File: config.mk
export PLATFORM = sky130hd
export DESIGN_NAME = json_string_utf8_escaper_top
export DESIGN_NICKNAME = d
export VERILOG_FILES = /design/src/hw/rtl/jse_pkg.sv /design/src/hw/rtl/jse_front.sv /design/src/hw/rtl/jse_fifo.sv /design/src/hw/rtl/jse_back.sv /design/src/hw/rtl/json_string_utf8_escaper_top.sv
export SDC_FILE = /design/constraint.sdc
export NUM_CORES = 1
export LEC_CHECK = 0
export ABC_AREA = 1
export CAP_MARGIN = 20
export CORE_MARGIN = 1
export CORE_UTILIZATION = 50
export DETAILED_ROUTE_END_ITERATION = 8
export DONT_BUFFER_PORTS = 1
export MAX_ROUTING_LAYER = met4
export PLACE_DENSITY = 0.8
export REMOVE_ABC_BUFFERS = 1
export SYNTH_ARGS = -nofsm -noshare
export SYNTH_HDL_FRONTEND = slang
export SYNTH_SLANG_ARGS = --single-unit
File: constraint.sdc
create_clock -name aclk -period 4.68 [get_ports aclk]
set_clock_uncertainty 0.15 [all_clocks]
set_input_delay 0.468 -clock aclk [delete_from_list [all_inputs] [get_ports aclk]]
set_output_delay 0.468 -clock aclk [all_outputs]
set_load 0.1 [all_outputs]
File: src/hw/rtl/jse_pkg.sv
// ----------------------------------------------------------------------------
// jse_pkg
// Shared types, codes and byte encoders for the JSON string escaper.
// ----------------------------------------------------------------------------
package jse_pkg;

    localparam int QueueDepthDefault = 4;

    localparam int CodeW = 21;

    // Kind of the main part of a job
    localparam logic [2:0] KIND_NONE  = 3'd0;
    localparam logic [2:0] KIND_UTF8  = 3'd1;
    localparam logic [2:0] KIND_ESC2  = 3'd2;
    localparam logic [2:0] KIND_UESC  = 3'd3;
    localparam logic [2:0] KIND_CLOSE = 3'd4;

    localparam logic [7:0] CH_QUOTE  = 8'h22;
    localparam logic [7:0] CH_BSLASH = 8'h5C;
    localparam logic [7:0] CH_U      = 8'h75;
    localparam logic [7:0] CH_ZERO   = 8'h30;

    localparam logic [CodeW-1:0] CP_REPLACEMENT = 21'h00FFFD;

    // One job: the bytes caused by one accepted input transaction
    typedef struct packed {
        logic             open_q;    // opening quote first
        logic             pre_fffd;  // flushed high surrogate as U+FFFD
        logic [2:0]       kind;
        logic [CodeW-1:0] value;     // code point, escape letter or control code
    } job_t;

    function automatic logic [7:0] hex_lower(input logic [3:0] n);
        logic [7:0] r;
        begin
            if (n < 4'd10) r = 8'h30 + {4'd0, n};
            else           r = 8'h57 + {4'd0, n};
            return r;
        end
    endfunction

    function automatic logic [2:0] utf8_len(input logic [CodeW-1:0] v);
        logic [2:0] r;
        begin
            if (v < 21'h80)         r = 3'd1;
            else if (v < 21'h800)   r = 3'd2;
            else if (v < 21'h10000) r = 3'd3;
            else                    r = 3'd4;
            return r;
        end
    endfunction

    function automatic logic [2:0] main_count(input logic [2:0] kind,
                                              input logic [CodeW-1:0] v);
        logic [2:0] r;
        begin
            case (kind)
                KIND_UTF8:  r = utf8_len(v);
                KIND_ESC2:  r = 3'd2;
                KIND_UESC:  r = 3'd6;
                KIND_CLOSE: r = 3'd1;
                default:    r = 3'd0;
            endcase
            return r;
        end
    endfunction

    function automatic logic [7:0] utf8_byte(input logic [CodeW-1:0] v,
                                             input logic [2:0] k);
        logic [2:0] n;
        logic [7:0] r;
        begin
            n = utf8_len(v);
            r = 8'h00;
            case (n)
                3'd1: r = v[7:0];
                3'd2: r = (k == 3'd0) ? {3'b110, v[10:6]} : {2'b10, v[5:0]};
                3'd3: begin
                    case (k)
                        3'd0:    r = {4'b1110, v[15:12]};
                        3'd1:    r = {2'b10, v[11:6]};
                        default: r = {2'b10, v[5:0]};
                    endcase
                end
                default: begin
                    case (k)
                        3'd0:    r = {5'b11110, v[20:18]};
                        3'd1:    r = {2'b10, v[17:12]};
                        3'd2:    r = {2'b10, v[11:6]};
                        default: r = {2'b10, v[5:0]};
                    endcase
                end
            endcase
            return r;
        end
    endfunction

    function automatic logic [7:0] main_byte(input logic [2:0] kind,
                                             input logic [CodeW-1:0] v,
                                             input logic [2:0] k);
        logic [7:0] r;
        begin
            case (kind)
                KIND_UTF8: r = utf8_byte(v, k);
                KIND_ESC2: r = (k == 3'd0) ? CH_BSLASH : v[7:0];
                KIND_UESC: begin
                    case (k)
                        3'd0:    r = CH_BSLASH;
                        3'd1:    r = CH_U;
                        3'd2:    r = CH_ZERO;
                        3'd3:    r = CH_ZERO;
                        3'd4:    r = hex_lower({3'd0, v[4]});
                        default: r = hex_lower(v[3:0]);
                    endcase
                end
                KIND_CLOSE: r = CH_QUOTE;
                default:    r = 8'h00;
            endcase
            return r;
        end
    endfunction

endpackage

File: src/hw/rtl/jse_front.sv
// ----------------------------------------------------------------------------
// jse_front
// Takes code values, tracks quote/surrogate state, emits at most one job each.
// ----------------------------------------------------------------------------
module jse_front (
    input  logic                       aclk,
    input  logic                       aresetn,
    input  logic                       s_tvalid,
    output logic                       s_tready,
    input  logic [23:0]                s_tdata,   // [20:0] code_value, zero fill above
    input  logic                       s_tuser,   // [0] func
    input  logic                       q_full,
    output logic                       q_push,
    output jse_pkg::job_t              q_job
);

    logic       quote_open_reg, quote_open_next;
    logic       high_pending_reg, high_pending_next;
    logic [9:0] held_high_bits_reg, held_high_bits_next;

    logic [jse_pkg::CodeW-1:0] code;
    logic                      is_high, is_low, accept;
    jse_pkg::job_t             job;

    assign code     = s_tdata[jse_pkg::CodeW-1:0];
    assign is_high  = (code[20:10] == 11'h036);
    assign is_low   = (code[20:10] == 11'h037);
    assign s_tready = !q_full;
    assign accept   = s_tvalid && s_tready;

    always_comb begin
        job          = '0;
        job.open_q   = !quote_open_reg;
        job.kind     = jse_pkg::KIND_NONE;
        high_pending_next   = high_pending_reg;
        held_high_bits_next = held_high_bits_reg;
        quote_open_next     = quote_open_reg;
        if (s_tuser) begin
            job.pre_fffd        = high_pending_reg;
            job.kind            = jse_pkg::KIND_CLOSE;
            quote_open_next     = 1'b0;
            high_pending_next   = 1'b0;
            held_high_bits_next = 10'd0;
        end else begin
            quote_open_next = 1'b1;
            if (high_pending_reg && is_low) begin
                // join the pair into a supplementary code point
                job.kind  = jse_pkg::KIND_UTF8;
                job.value = 21'h10000 + {1'b0, held_high_bits_reg, code[9:0]};
                high_pending_next   = 1'b0;
                held_high_bits_next = 10'd0;
            end else begin
                job.pre_fffd        = high_pending_reg;
                high_pending_next   = is_high;
                held_high_bits_next = is_high ? code[9:0] : 10'd0;
                if (is_high) begin
                    job.kind = jse_pkg::KIND_NONE;
                end else if (is_low) begin
                    job.kind  = jse_pkg::KIND_UTF8;
                    job.value = jse_pkg::CP_REPLACEMENT;
                end else begin
                    case (code)
                        21'h22: begin job.kind = jse_pkg::KIND_ESC2; job.value = 21'h22; end
                        21'h5C: begin job.kind = jse_pkg::KIND_ESC2; job.value = 21'h5C; end
                        21'h0A: begin job.kind = jse_pkg::KIND_ESC2; job.value = 21'h6E; end
                        21'h0D: begin job.kind = jse_pkg::KIND_ESC2; job.value = 21'h72; end
                        21'h09: begin job.kind = jse_pkg::KIND_ESC2; job.value = 21'h74; end
                        21'h08: begin job.kind = jse_pkg::KIND_ESC2; job.value = 21'h62; end
                        21'h0C: begin job.kind = jse_pkg::KIND_ESC2; job.value = 21'h66; end
                        default: begin
                            if (code < 21'h20) begin
                                job.kind  = jse_pkg::KIND_UESC;
                                job.value = code;
                            end else begin
                                job.kind  = jse_pkg::KIND_UTF8;
                                job.value = (code > 21'h10FFFF) ? jse_pkg::CP_REPLACEMENT
                                                                : code;
                            end
                        end
                    endcase
                end
            end
        end
    end

    // a held high surrogate with the quote already open causes no bytes
    assign q_push = accept && (job.open_q || job.pre_fffd ||
                               (job.kind != jse_pkg::KIND_NONE));
    assign q_job  = job;

    always_ff @(posedge aclk) begin
        if (!aresetn) begin
            quote_open_reg     <= 1'b0;
            high_pending_reg   <= 1'b0;
            held_high_bits_reg <= 10'd0;
        end else if (accept) begin
            quote_open_reg     <= quote_open_next;
            high_pending_reg   <= high_pending_next;
            held_high_bits_reg <= held_high_bits_next;
        end
    end

endmodule

File: src/hw/rtl/jse_fifo.sv
// ----------------------------------------------------------------------------
// jse_fifo
// Short job queue between the front and back parts.
// ----------------------------------------------------------------------------
module jse_fifo #(
    parameter int DEPTH = jse_pkg::QueueDepthDefault
) (
    input  logic          aclk,
    input  logic          aresetn,
    input  logic          push,
    input  jse_pkg::job_t push_job,
    input  logic          pop,
    output logic          full,
    output logic          head_valid,
    output jse_pkg::job_t head_job
);

    localparam int AW = (DEPTH > 1) ? $clog2(DEPTH) : 1;
    localparam int CW = $clog2(DEPTH + 1);
    localparam logic [AW-1:0] LastAddr = AW'(DEPTH - 1);
    localparam logic [CW-1:0] FullCount = CW'(DEPTH);

    jse_pkg::job_t  entries_reg [DEPTH];
    logic [AW-1:0]  wr_ptr_reg, rd_ptr_reg;
    logic [CW-1:0]  count_reg, count_next;

    assign full       = (count_reg == FullCount);
    assign head_valid = (count_reg != '0);
    assign head_job   = entries_reg[rd_ptr_reg];

    always_comb begin
        count_next = count_reg;
        if (push && !(pop && head_valid)) count_next = count_reg + 1'b1;
        else if (!push && pop && head_valid) count_next = count_reg - 1'b1;
    end

    always_ff @(posedge aclk) begin
        if (push) entries_reg[wr_ptr_reg] <= push_job;
    end

    always_ff @(posedge aclk) begin
        if (!aresetn) begin
            wr_ptr_reg <= '0;
            rd_ptr_reg <= '0;
            count_reg  <= '0;
        end else begin
            if (push) wr_ptr_reg <= (wr_ptr_reg == LastAddr) ? '0 : wr_ptr_reg + 1'b1;
            if (pop && head_valid)
                rd_ptr_reg <= (rd_ptr_reg == LastAddr) ? '0 : rd_ptr_reg + 1'b1;
            count_reg <= count_next;
        end
    end

endmodule

File: src/hw/rtl/jse_back.sv
// ----------------------------------------------------------------------------
// jse_back
// Serializes one job per run into escaped UTF-8 bytes, one per ready cycle.
// ----------------------------------------------------------------------------
module jse_back (
    input  logic          aclk,
    input  logic          aresetn,
    input  logic          head_valid,
    input  jse_pkg::job_t head_job,
    output logic          pop,
    output logic          m_tvalid,
    input  logic          m_tready,
    output logic [7:0]    m_tdata,    // [7:0] out_byte
    output logic          m_tlast,
    output logic          m_tuser     // [0] string_done
);

    logic          cur_valid_reg, cur_valid_next;
    jse_pkg::job_t cur_job_reg, cur_job_next;
    logic [3:0]    idx_reg, idx_next;

    logic [2:0] prefix_len, mcnt, midx;
    logic [3:0] total;
    logic       last, done;
    logic [7:0] cur_byte;

    assign prefix_len = {2'd0, cur_job_reg.open_q} + (cur_job_reg.pre_fffd ? 3'd3 : 3'd0);
    assign mcnt       = jse_pkg::main_count(cur_job_reg.kind, cur_job_reg.value);
    assign total      = {1'b0, prefix_len} + {1'b0, mcnt};
    assign midx       = idx_reg[2:0] - prefix_len;
    assign last       = (idx_reg == total - 4'd1);
    assign done       = last && (cur_job_reg.kind == jse_pkg::KIND_CLOSE);

    always_comb begin
        if (cur_job_reg.open_q && idx_reg == 4'd0) begin
            cur_byte = jse_pkg::CH_QUOTE;
        end else if (idx_reg < {1'b0, prefix_len}) begin
            // replacement character EF BF BD
            case (idx_reg[2:0] - {2'd0, cur_job_reg.open_q})
                3'd0:    cur_byte = 8'hEF;
                3'd1:    cur_byte = 8'hBF;
                default: cur_byte = 8'hBD;
            endcase
        end else begin
            cur_byte = jse_pkg::main_byte(cur_job_reg.kind, cur_job_reg.value, midx);
        end
    end

    assign m_tvalid = cur_valid_reg;
    assign m_tdata  = cur_byte;
    assign m_tlast  = last;
    assign m_tuser  = done;

    // take the next job as soon as the last byte of this one goes out
    assign pop = head_valid && (!cur_valid_reg || (m_tready && last));

    always_comb begin
        cur_valid_next = cur_valid_reg;
        cur_job_next   = cur_job_reg;
        idx_next       = idx_reg;
        if (!cur_valid_reg || (m_tready && last)) begin
            cur_valid_next = head_valid;
            cur_job_next   = head_job;
            idx_next       = 4'd0;
        end else if (m_tready) begin
            idx_next = idx_reg + 4'd1;
        end
    end

    always_ff @(posedge aclk) begin
        cur_job_reg <= cur_job_next;
    end

    always_ff @(posedge aclk) begin
        if (!aresetn) begin
            cur_valid_reg <= 1'b0;
            idx_reg       <= 4'd0;
        end else begin
            cur_valid_reg <= cur_valid_next;
            idx_reg       <= idx_next;
        end
    end

`ifndef NO_ASSERTIONS
    a_idx_in_run: assert property (@(posedge aclk) disable iff (!aresetn)
        m_tvalid |-> (idx_reg < total))
        else $error("byte index beyond end of run");

    a_done_is_last_quote: assert property (@(posedge aclk) disable iff (!aresetn)
        (m_tvalid && m_tuser) |-> (m_tlast && m_tdata == jse_pkg::CH_QUOTE))
        else $error("string_done not on final quote byte");

    a_advance: assert property (@(posedge aclk) disable iff (!aresetn)
        (m_tvalid && m_tready && !m_tlast) |=> (m_tvalid && idx_reg == $past(idx_reg) + 4'd1))
        else $error("run did not advance by one byte");
`endif

endmodule

File: src/hw/rtl/json_string_utf8_escaper_top.sv
// ----------------------------------------------------------------------------
// json_string_utf8_escaper_top
// Streams code values in and quoted, escaped UTF-8 JSON string bytes out.
// ----------------------------------------------------------------------------
// Each input transaction carries one code value (func = 0) or an end marker
// (func = 1) and produces zero to nine output bytes, the last of them marked
// with tlast; the closing quote also carries string_done in tuser. The front
// takes one input transaction per cycle into a QUEUE_DEPTH-entry job queue,
// and the back sends one byte per cycle while m_tready is high, so plain
// ASCII runs at one item per cycle then; an item of n bytes holds the output
// until all n are sent. Input stalls only on a full queue. A high surrogate
// with the string open is held and produces no bytes until the next input.
module json_string_utf8_escaper_top #(
    parameter int QUEUE_DEPTH = jse_pkg::QueueDepthDefault
) (
    input  logic        aclk,
    input  logic        aresetn,
    input  logic        s_tvalid,
    output logic        s_tready,
    input  logic [23:0] s_tdata,   // [20:0] code_value, zero fill above
    input  logic        s_tuser,   // [0] func
    output logic        m_tvalid,
    input  logic        m_tready,
    output logic [7:0]  m_tdata,   // [7:0] out_byte
    output logic        m_tlast,   // last_of_run
    output logic        m_tuser    // [0] string_done
);

    logic          q_full, q_push, q_pop, q_head_valid;
    jse_pkg::job_t q_push_job, q_head_job;

    jse_front u_front (
        .aclk     (aclk),
        .aresetn  (aresetn),
        .s_tvalid (s_tvalid),
        .s_tready (s_tready),
        .s_tdata  (s_tdata),
        .s_tuser  (s_tuser),
        .q_full   (q_full),
        .q_push   (q_push),
        .q_job    (q_push_job)
    );

    jse_fifo #(
        .DEPTH (QUEUE_DEPTH)
    ) u_fifo (
        .aclk       (aclk),
        .aresetn    (aresetn),
        .push       (q_push),
        .push_job   (q_push_job),
        .pop        (q_pop),
        .full       (q_full),
        .head_valid (q_head_valid),
        .head_job   (q_head_job)
    );

    jse_back u_back (
        .aclk       (aclk),
        .aresetn    (aresetn),
        .head_valid (q_head_valid),
        .head_job   (q_head_job),
        .pop        (q_pop),
        .m_tvalid   (m_tvalid),
        .m_tready   (m_tready),
        .m_tdata    (m_tdata),
        .m_tlast    (m_tlast),
        .m_tuser    (m_tuser)
    );

endmodule
==> metrics, run 1 <==
outcome=finished clean; Ys Warns=0; pin count of the biggest net entering global routing=56; Area Overhead vs Synth=11.35%; WL met3=1001 um; via count=6,191; Avg Synthesized Cell Area=approximately 9.0 um2; critical path arrival=approximately 3.6 ns; WS Path Type=flip-flop to output pin; RSZ-0062 raised after global routing=no; TritonCTS clock tree=built; r2r endpoint=u_fifo.count_reg[2]; n_diodes=0; PortBufs=0; DRC=0; met1 wire length=approximately 8000 um; die area=16,290 um2; Lkg Pwr=between 3 and 4 nW; Post-Synth Adder-Cell Area=3.774%; placed cell area=~8200 um2; end point of the critical path=m_tdata[7]; Synth Area in Simple Gates=between 20% and 30%; starting density of the core=51.53%; hold bufs inserted after CTS=2; Syn Std Cell Area=between 7000 and 8000 um2; final worst path period share=around nine tenths; layout cells sized above 1=9.131%; final slew viol count=0; Final Hold Viols=0; final setup fails=0; Detail Route Antenna Nets=0; setup TNS=0 ns; worst-margin pin slew=0.9872 ns; DR WL met2=approximately 8500 um; core area=~15,000 um2; Final WS setup=approximately 0.5 ns; reg-to-reg startpoint=u_back.cur_job_reg[7]; CTS Sinks=154; GRT Total Usage=a little under a quarter; Die Wd=between 100 and 150 um; critical path launch point type=flip-flop; Die Ht=127.6 um; pre-CTS setup slack=roughly 0.56 ns; sequential area share after synthesis=55.56%; Worst-Skew Late Latency=approximately 0.42 ns; DP Wirelength=around 12,000 um; vias per cell=around 5.6; drt first pass iters=5; max reg flops=~100; final instance area=roughly 8800 um2; Maximum Capacitance Violations=0; H-Tree Depth=4; Total Power=6.382 mW; clock slew at reported path FFs=0.06 ns; drt total wl=17,750 um; crit path capture type=output pin; Detailed Route Iter0 Violations=approximately 700; post-synth cell types=between 40 and 50; VDD IR max=approximately 460 uV; Max clock buf depth=2; #FFs+latches synth=154; relative slew slack=34.10%; Max Fclk=approximately 240 MHz; synthesized instance count=a little under 900; Min-Delay Path Class=input pin to flip-flop; post-synthesis xor/xnor area fraction=less than 1%; post-CTS setup buffer count=0; DR top layer=met4; compound-cell area share of the yosys netlist=13.35%; GP Congestion=about 1; Ports=41; CP max FO=14; Post-layout nets=936; gr ovfl total=0; Row Count=45; PD cells=726.3 nW/um2; main combinational cell family by area after synthesis=simple AND/OR/NAND/NOR gates; Post-CTS Resized=0; Critical Path Start=u_back.cur_job_reg[25]; post-layout min period=4.179 ns; Routed wire per std cell=approximately 16 um; vias in the first global route=around 6,000; FF-to-FF setup slack=about 0.52 ns; cells on worst reg2reg path=25; initial antenna violation count=0; first-pass GRT wire length=between 20,000 and 30,000 um; mux cell area share after synthesis=0%; Data required, critical path=between 4 and 5 ns; clock root cell=clkbuf_16; CTS Buf Count=17
[worst min-delay path by stage]
| stage | from | endpoint | slack [ns] | depth (start not counted) |
|---|---|---|---|---|
| 6_report | aresetn | u_fifo.count_reg[0] | 0.02 | 2 |
| 5_1_grt | s_tdata[4] | u_front.held_high_bits_reg[4] | 0.03 | 2 |
| 4_1_cts | aresetn | u_fifo.count_reg[0] | 0.002 | 2 |
| 3_5_place_dp | u_front.held_high_bits_reg[0] | u_front.held_high_bits_reg[0] | 0.31 | 2 |
| 3_3_place_gp | u_front.held_high_bits_reg[0] | u_front.held_high_bits_reg[0] | 0.30 | 2 |
| 2_1_floorplan | u_front.held_high_bits_reg[0] | u_front.held_high_bits_reg[0] | 0.30 | 2 |
[critical path: stages, from the launching register on]
cell	delay, ns
edfxtp_1	0.45
inv_1	0.09
ha_1	0.24
inv_1	0.06
ha_1	0.13
inv_1	0.05
fa_1	0.39
nand2_1	0.12
nand2_2	0.12
nand2_2	0.25
inv_2	0.18
o311ai_0	0.37
nand2_1	0.08
inv_1	0.62
[placed cells by master (no fill, tap or decap), types with 3 or more instances in the layout]
master,n
a21oi_1,57
dfxtp_1,24
clkbuf_16,17
a311oi_1,3
o31ai_1,3
nand3b_1,6
inv_1,93
nor2_4,4
clkbuf_8,3
nand2_2,9
xor2_1,3
o211ai_1,9
clkbuf_1,4
nand3_1,41
buf_4,20
nor2_1,122
nand2_1,160
clkinv_2,4
nand4_1,10
o21ai_0,78
edfxtp_1,130
o22ai_1,28
ha_1,19
nor3_1,7
fa_1,3
nor2_2,12
[stage by stage]
| stage | std cells | hold WS (ns) | utilization [%] |
|---|---|---|---|
| after floorplan | 844 | 0.2954 | - |
| after global placement | 1075 | 0.3034 | 53.48 |
| after detailed placement | 1075 | 0.3092 | 53.48 |
| after CTS | 1109 | 0.002382 | 57.38 |
| after global routing | 1109 | 0.02837 | 57.38 |
| final | 1109 | 0.02450 | 57.38 |
[power by group]
group / internal (mW) / switching, mW / leakage [nW]
Clock: 0.823 / 0.499 / 0.280
Combinational: 0.799 / 2.19 / 1.73
Sequential: 1.85 / 0.215 / 1.42
[cell usage after synthesis]
library cell	number	share of area, %
o211ai_1	9	0.86
or2_2	2	0.16
nand2_2	9	0.71
nand3_1	41	2.6
nand4_1	10	0.79
inv_1	93	4.4
nand3_2	1	0.13
clkbuf_2	1	0.063
nor4_1	1	0.079
xnor2_1	1	0.11
buf_2	5	0.32
a21oi_1	58	3.7
ha_1	19	3.0
a2bb2oi_1	1	0.11
nor2_4	4	0.57
o22ai_1	28	2.2
o21ai_0	78	4.9
o21ai_2	1	0.11
o221ai_1	2	0.22
clkbuf_1	19	0.90
buf_6	2	0.29
o311ai_0	1	0.11
o21ai_1	2	0.13
xor2_1	3	0.33
dfxtp_1	24	6.1
o31ai_1	3	0.29
edfxtp_1	130	49
nand2_4	2	0.29
nor2_1	127	6.0
a311oi_1	3	0.33
buf_4	1	0.095
fa_1	3	0.76
clkinv_1	1	0.048
nor3b_1	1	0.095
a211oi_1	2	0.19
inv_2	2	0.095
nor3_1	7	0.44
nand2_1	160	7.6
nand3b_1	6	0.57
a31oi_1	2	0.16
nor2_2	7	0.55
[kinds of logic after synthesis]
family                   after synthesis
AO/OA/AOI/OAI                        190
adder cells (fa/ha/maj)               22
flip-flops                           154
buffers and inverters                124
XOR/XNOR                               4
AND/OR/NAND/NOR                      378
[layout make-up]
type	count	area [um2]
Fill cell	1335	6528
Sequential cell	154	4384
Multi-Input combinational cell	594	3032
Clock buffer	24	481.7
Inverter	96	360.3
Tap cell	211	264.0
Timing Repair Buffer	22	170.2
Clock inverter	8	95.09
[routing by layer]
metal / global-route usage [%] / vias up
li1: - / 3018
met1: 30.06 / 2888
met2: 38.06 / 245
met3: 4.397 / 40
met4: 10.87 / 0
met5: - / -
No activity file was read; power rests on OpenSTA's default activity.
==> run 2: changes to the inputs <==
Settings changed: SYNTH_HIERARCHICAL set to 1.
==> run 2 against run 1 <==
  * Critical path depth increased by 4
  * Clock-buffer cell count down 4
  * Routed wire length increased by 1.4%
  * Sequential power is 2% higher
  * Flip-flop and latch count rose by 2
  * Core utilization decreased by 0.11 points
  * Critical path type unchanged
==> metrics, run 2 <==
Max clock buf depth=2 (unchanged); clock root cell=clkbuf_16 (unchanged); top-area cell type share of the netlist area=47.74% (was 49.47%); vias in the first global route=6,042 (was 5,925); GP Congestion=0.9305 (was 0.9802); layout cells sized above 1=10.17% (was 9.131%); drt total wl=18,000 um (was 17,750 um); Hold Worst Slack=0.01914 ns (was 0.02450 ns); RSZ-0062 raised after global routing=no (unchanged); M1 GR Usage=26.91% (was 30.06%); Routed wire per std cell=15.52 um (was 16.01 um); Ports=41 (unchanged); sequential area share after synthesis=54.11% (was 55.56%); Primary FF master, synth=edfxtp_1 (unchanged); first-pass GRT wire length=28,880 um (was 29,150 um); most common cell in the synthesized netlist=nand2_1 (unchanged); TritonCTS clock tree=built (unchanged); Die Ht=129.9 um (was 127.6 um); CTS Buf Count=17 (unchanged); GRT met3 Usage=4.223% (was 4.397%); critical path arrival=3.75 ns (was 3.56 ns); clock slew at reported path FFs=0.06 ns (about the same); FFs w/ async S/R, synth=0% (unchanged); GRT Total Usage=23.40% (was 23.98%); initial antenna violation count=0 (unchanged); via count=6,318 (was 6,191); PortBufs=0 (unchanged); Final WS setup=0.3075 ns (was 0.5011 ns); Total Power=6.740 mW (was 6.382 mW); Maximum Capacitance Violations=0 (unchanged); Final Util=57.27% (was 57.38%); post-synth cell types=44 (was 41); post-layout min period=4.372 ns (was 4.179 ns); Max Fclk=228.7 MHz (was 239.3 MHz); CP max FO=4 (was 14); Area Overhead vs Synth=11.66% (was 11.35%); commonest non-fill, non-tap cell in the layout=nand2_1 (unchanged); crit path capture type=output pin (unchanged); worst-margin pin slew=1.033 ns (was 0.9872 ns); relative slew slack=31.01% (was 34.10%); Die Wd=129.9 um (was 127.6 um); PD cells=738.2 nW/um2 (was 726.3 nW/um2); #FFs+latches synth=156 (was 154); final instance area=9130 um2 (was 8787 um2); starting density of the core=51.29% (was 51.53%); combinational share of power=47.2% (was 46.9%); core area=15,940 um2 (was 15,310 um2); WS Path Type=flip-flop to output pin (unchanged); Ys Warns=6 (was 0); Flop pwr share=31.3% (was 32.4%); most frequent cells in the layout=nand2_1, edfxtp_1, nor2_1, inv_1, o21ai_0 (unchanged); CTS Sinks=156 (was 154); outcome=finished clean (unchanged); H-Tree Depth=4 (unchanged); n_diodes=0 (unchanged); pre-CTS setup slack=0.3628 ns (was 0.5564 ns); number of synthesized flops with an enable pin=130 (unchanged); DRC=0 (unchanged); Row Count=46 (was 45); Area contributors post-synth=edfxtp_1, nand2_1, dfxtp_1 (unchanged); DP Wirelength=12,510 um (was 12,090 um); Detail Route Antenna Nets=0 (unchanged); met2 usage=39.73% (was 38.06%); Detailed Route Iter0 Violations=615 (was 706); vias per cell=5.447 (was 5.583); Avg Synthesized Cell Area=8.926 um2 (was 9.050 um2); pin count of the biggest net entering global routing=53 (was 56); internal power=3.677 mW (was 3.475 mW); largest area contributor in the netlist=edfxtp_1 (unchanged); Final Hold Viols=0 (unchanged); critical path launch point type=flip-flop (unchanged); synth cell count leaders=nand2_1, edfxtp_1, nor2_1 (unchanged); Data required, critical path=4.06 ns (about the same); VDD IR max=697.8 uV (was 460.9 uV); Syn Std Cell Area=8177 um2 (was 7891 um2); Net Sw Power=3.063 mW (was 2.908 mW); gr ovfl total=0 (unchanged); die area=16,870 um2 (was 16,290 um2); clock share of power=21.5% (was 20.7%); final slew viol count=0 (unchanged); switch share=45.44% (was 45.56%); placed cell area=8469 um2 (was 8190 um2); final worst path period share=93.43% (was 89.29%); Lkg Pwr=3.723 nW (was 3.430 nW); max reg flops=104 (unchanged); Min-Delay Path Class=input pin to flip-flop (unchanged); synthesized instance count=916 (was 872); final setup fails=0 (unchanged); Post-layout nets=982 (was 936); drt first pass iters=5 (unchanged); Top Usage Layer GRT=met2 (unchanged); Worst-Skew Late Latency=0.41 ns (was 0.42 ns)
## run 2: kinds of logic after synthesis
| kind of cell | synth area share, % |
|---|---|
| DFF | 54.11 |
| and+or+nand+nor | 22.79 |
| adders and majority gates | 3.642 |
| buffers and inverters | 6.473 |
| AOI/OAI and AO/OA | 12.03 |
| xor gates and xnor gates | 0.9641 |
## run 2: timing repair
item,4_1_cts,5_1_grt
buffers inserted,0,0
hold endpoints to repair,5,0
endpoints found under the setup margin,0,3
resized for setup,0,4
hold buffers,2,0
## run 2: worst paths after layout
path	endpoint	from	slack [ns]	cells after the start
hold / removal	u_front/high_pending_reg	aresetn	0.02	1
setup / recovery	m_tuser	u_back/cur_job_reg[7]	0.31	17
hold reg to reg	u_front/held_high_bits_reg[2]	u_front/held_high_bits_reg[2]	0.31	2
setup reg to reg	u_fifo/count_reg[2]	u_back/cur_job_reg[7]	0.49	21
## run 2: metrics by stage
step                      cells  setup TNS (ns)
after floorplan             893         -0.3252
after global placement     1126               0
after detailed placement   1126               0
after CTS                  1160               0
after global routing       1160               0
final                      1160               0
## run 2: layer usage
layer  up-vias  share of wire, %
met5         -                 0
met4         0               3.0
met3        49               6.3
met2       261                49
met1      2889                42
li1       3119                 -
## run 2: power by group through the flow
| stage | registers [mW] | logic [mW] | clock network (mW) |
|---|---|---|---|
| after floorplan | 2.09 | 2.38 | 0 |
| after global placement | 2.12 | 3.09 | 0 |
| after detailed placement | 2.13 | 3.12 | 0 |
| after CTS | 2.11 | 3.15 | 1.46 |
| after global routing | 2.14 | 3.49 | 1.51 |
| final | 2.11 | 3.18 | 1.45 |
## run 2: cell type report
class	instances	area (um2)
fillers	1356	6813
flip-flops and latches	156	4424
multi-input cells	630	3234
clock buffers	20	436.7
inverters	107	405.4
well taps	216	270.3
clock inverters	12	195.2
repair buffers	19	163.9
## run 2: worst max-delay path: stages, from the launching register on
cell	delay, ns
edfxtp_1	0.48
inv_1	0.15
nand2_1	0.08
nor2_2	0.20
nand2_1	0.15
a31oi_1	0.19
ha_1	0.26
inv_1	0.06
ha_1	0.13
inv_1	0.05
fa_1	0.39
xnor2_1	0.20
xor2_1	0.15
and3_1	0.21
buf_6	0.24
inv_1	0.10
nor2_2	0.13
buf_12	0.19
